==> src/rtl/core/trb_pkg.sv <==
`timescale 1ns / 1ps
`default_nettype none

package trb_pkg;

    localparam int DEPTH     = 64;
    localparam int CNT_W     = $clog2(DEPTH + 1);
    localparam int TIME_BITS = 48;
    localparam int PRICE_W   = 64;
    localparam int VOL_W     = 31;
    localparam int FIELD_W   = TIME_BITS + PRICE_W + VOL_W;
    localparam int DATA_W    = ((FIELD_W + 7) / 8) * 8;

    typedef enum logic [1:0] {
        ST_IDLE,
        ST_INSERT,
        ST_EMIT
    } trb_state_t;

    typedef struct packed {
        logic capture;
        logic insert;
        logic emit;
    } trb_cmd_t;

    typedef struct packed {
        logic can_emit;
        logic emit_last;
        logic out_free;
    } trb_status_t;

endpackage

`default_nettype wire

==> src/rtl/core/trb_ctrl.sv <==
`timescale 1ns / 1ps
`default_nettype none

module trb_ctrl (
    input  wire logic                clk,
    input  wire logic                rst_n,
    input  wire logic                in_valid,
    output logic                     in_ready,
    input  wire trb_pkg::trb_status_t status,
    output trb_pkg::trb_cmd_t        cmd
);
    import trb_pkg::*;

    trb_state_t state_reg;
    trb_state_t state_next;

    always_ff @(posedge clk or negedge rst_n)
    begin
        if (!rst_n)
        begin
            state_reg <= ST_IDLE;
        end
        else
        begin
            state_reg <= state_next;
        end
    end

    always_comb
    begin
        state_next  = state_reg;
        cmd         = '0;
        in_ready    = 1'b0;
        unique case (state_reg)
            ST_IDLE:
            begin
                in_ready = 1'b1;
                if (in_valid)
                begin
                    cmd.capture = 1'b1;
                    state_next  = ST_INSERT;
                end
            end
            ST_INSERT:
            begin
                cmd.insert = 1'b1;
                state_next = ST_EMIT;
            end
            ST_EMIT:
            begin
                if (!status.can_emit)
                begin
                    state_next = ST_IDLE;
                end
                else if (status.out_free)
                begin
                    cmd.emit = 1'b1;
                    if (status.emit_last)
                    begin
                        state_next = ST_IDLE;
                    end
                end
            end
            default:
            begin
                state_next = ST_IDLE;
            end
        endcase
    end

endmodule

`default_nettype wire

==> config.mk <==
export PLATFORM = sky130hd
export DESIGN_NAME = trb_ctrl
export DESIGN_NICKNAME = d
export VERILOG_FILES = /design/src/rtl/core/trb_pkg.sv /design/src/rtl/core/trb_ctrl.sv
export SDC_FILE = /design/constraint.sdc
export NUM_CORES = 1
export LEC_CHECK = 0
export ABC_AREA = 0
export BUFFER_PORTS_ARGS = -buffer_cell sky130_fd_sc_hd__buf_2
export CELL_PAD_IN_SITES_DETAIL_PLACEMENT = 2
export CELL_PAD_IN_SITES_GLOBAL_PLACEMENT = 2
export CORE_AREA = 2 2 39 41
export DETAILED_ROUTE_END_ITERATION = 6
export DIE_AREA = 0 0 41 43
export HOLD_SLACK_MARGIN = 0.1
export MAX_ROUTING_LAYER = met4
export PLACE_DENSITY_LB_ADDON = 0.1
export SYNTH_ARGS = -nofsm -noshare
export SYNTH_HDL_FRONTEND = slang
export SYNTH_SLANG_ARGS = --single-unit
==> constraint.sdc <==
create_clock -name clk -period 0.95 [get_ports clk]
set_input_delay 0.0475 -clock clk [delete_from_list [all_inputs] [get_ports clk]]
set_output_delay 0.0475 -clock clk [all_outputs]
set_load 0.02 [all_outputs]
### Yosys cells after proc, flatten, opt, wreduce, memory -nomap -nowiden

Index checks and enable logic that the tools add are counted.
Widths: inputs -> output; s select.

* eq/ne operators: 5
* multiplexer cells: 12
* reduce and logical (&&, ||, !) cells: 2

Operator list (count)
* $mux 2: 4
* $mux 1: 7
* $ne 3x3->1 const B: 2
* $pmux 2 s3: 1
* $reduce_and 3->1: 1
* $eq 2x1->1 const B: 1
* $eq 2x2->1 const B: 1
* $logic_not 2->1: 1
* $ne 2x2->1 const B: 1

* flip-flop bits (word level): 2
* input bits: 6
* output and inout bits: 4
* logic and storage cells: 20

### Depth between registers and ports, before layout

* depth in word-level cells: 4
* gate-level depth with buffers: 2
* gate-level depth less buffers: 2

### Worst setup path after synthesis

No wires, ideal clock.

* path kind: register to output
* start: register state_reg[0]
* end: output cmd[2] (netlist bit)
* data arrival time: 1.008 ns
* required time: 0.902 ns
* slack: -0.106 ns
* cell stages (with the launch flop): 3
* buffers on the path: 0
* cells stage by stage: dfrtp_1 -> nor2_1 -> and2_1

RTL lines
* start: declaration: line trb_ctrl.sv:14 `trb_state_t state_reg;`
* start signal: assignment: line trb_ctrl.sv:25 `state_reg <= state_next;`
* end: declaration: line trb_ctrl.sv:10 `output trb_pkg::trb_cmd_t cmd`

==> impl_metrics.yaml <==
status:
  status: "finished, violations left"
  violations: "negative setup slack"
timing:
  setup_violations: 5
  finalSetupTns_ps: -444
  hold_violations: 0
  final_max_slew_viol_count: 0
  max_freq_mhz: 892
  worst_pin_slew_ps: 153
  slew_headroom: 0.898
  worst_slack_ps: -172
  timing.final.crit_period_ps: 1120
  holdWs_ps: 108
  min_period_over_period: 1.18
  skew_ps: 2.29
  rsz0062_at_grt: "true"
setup_path:
  crit_required_ps: 900
  startpoint: "state_reg[1]$_DFFE_PN0P_"
  critPathCaptureType: "primary output"
  critical_path_arrival_ps: 1070
  path_class: "reg2out"
  crit_fanout: 3
  crit_path_start_kind: "register"
  reg2reg_from: "state_reg[1]$_DFFE_PN0P_"
finish:
  fin_cells: 42
  fillers: 166
  diodes: 0
  nets: 34
  largest_reg_flops: 2
  regArea_um2: 51.3
  area_growth_pct: 169
  layout-drive-gt1-share: 0.731
  multi_input_area_um2: 70.1
yosys:
  synth_fp_nets: 16
  synth_seq_cells: 2
  ys_types: 7
  synthCells: 10
  synth-warning-count: 0
  ys_seq_area_frac: 0.513
  synth.avg_cell_area_um2: 9.76
  synth_area_um2: 97.6
global_routing:
  grt_pass1_vias: 130
  grt_antenna_before_repair: 0
  grt_overflow: 0
  grt_max_degree: 4
  grtUsageTotal: 0.0473
  grt_pass1_wl_um: 483
route:
  antenna_left: 0
  routed_wl_um: 382
  route.vias.total: 143
  drt_first_pass_iters: 1
  wire_per_inst_um: 9.10
  viasPerCell: 3.40
  drcViolationCount: 0
  drt_iter0_drc: 0
cts:
  clk_latency_ps: 220
  htree_levels: 1
  cts_buffers: 3
  cts.reportedPaths.clkPinSlew_ps: 30
  clockBufferDepth: 2
  hold_buffers: 2
  cts_root_buf: "clkbuf_4"
  cts_tree: "built"
  clock-sinks: 2
floorplanning:
  die-area_um2: 1760
  core_area_um2: 1380
  num_io_pins: 10
  start_util: 0.0705
  die_y_um: 43
  rows: 14
  die_w_um: 41
hold_path:
  min_path_type: "in2reg"
  hp-start: "status[2]"
placement:
  hpwl_um: 258
  port_buffers: 9
  place_congestion: 0.556
  dpl.cell_count: 35
  post-place-ws_ps: 52.5
power:
  power.density_nw_per_um2: 2790
  ir_worst_vdd_mv: 0.615
  p_leak_uw: 0.000127
job:
  maxCapViolCount: 0
## worst max-delay path, stage by stage, from the launching register on
cell and delay [ps]:
dfrtp_1 400, nor2b_4 170, and3_4 180, buf_6 110
## metrics by stage
| stage | util | total power (uW) | instance area (um2) |
|---|---|---|---|
| floorplan | - | 288 | 100 |
| global placement | 0.119 | 373 | 165 |
| detailed placement | 0.119 | 370 | 165 |
| CTS | 0.170 | 643 | 235 |
| global route | 0.190 | 794 | 263 |
| finish | 0.190 | 732 | 263 |
## final timing paths
check | end | slack (ps) | cells after the start
setup / recovery | cmd[0] | -170 | 3
hold / removal | state_reg[1]$_DFFE_PN0P_ | 110 | 2
setup reg to reg | state_reg[1]$_DFFE_PN0P_ | -10 | 3
hold reg to reg | state_reg[1]$_DFFE_PN0P_ | 720 | 2
max in group asynchronous | state_reg[0]$_DFFE_PN0P_ | 700 | 2
min in group asynchronous | state_reg[1]$_DFFE_PN0P_ | 140 | 2
## kinds of logic (layout without fill, tap and decap cells)
group,count (synthesis),in the layout,synth area share
simple gates,7,7,0.397
compound gates,1,1,0.0898
flops,2,2,0.513
buf+inv,0,16,0
## repair_timing
action	4_1_cts	5_1_grt
pin swaps	3	2
resized for setup	8	4
setup buffers	0	2
endpoints found under the setup margin	4	4
hold endpoints to repair	4	1
## per-layer routing
layer	global-route usage	routed length, um	up-vias
li1	-	-	67
met1	0.0450	140	69
met2	0.0531	202	7
met3	0.0471	39	0
met4	0.0400	0	0
met5	-	0	-
## cell usage after synthesis, drive strengths merged
cell type	n	area (um2)
nand2	1	3.75
nor2b	2	12.5
and3	1	6.26
and2	2	12.5
nor2	1	3.75
dfrtp	2	50.1
a31o	1	8.76
## power by group
| group | switching, uW | leakage [uW] | total (uW) | internal [uW] |
|---|---|---|---|---|
| Combinational | 162 | 0.0000889 | 384 | 223 |
| Clock | 46.1 | 0.0000138 | 185 | 139 |
| Sequential | 43.7 | 0.0000243 | 162 | 119 |
| Total | 251 | 0.000127 | 732 | 481 |
## cell usage in the layout (no fill, tap or decap), types with 2 or more instances in the layout
cell and n:
buf_2 6, buf_4 2, buf_6 3, clkbuf_4 3, dlygate4sd3_1 2
## cell type report
class,count,share of cell area
Clock buffer,3,0.0857
Sequential cell,2,0.195
Tap cell,16,0.0762
Multi-Input combinational cell,8,0.267
Timing Repair Buffer,13,0.376
No activity file was read; power rests on OpenSTA's default activity.
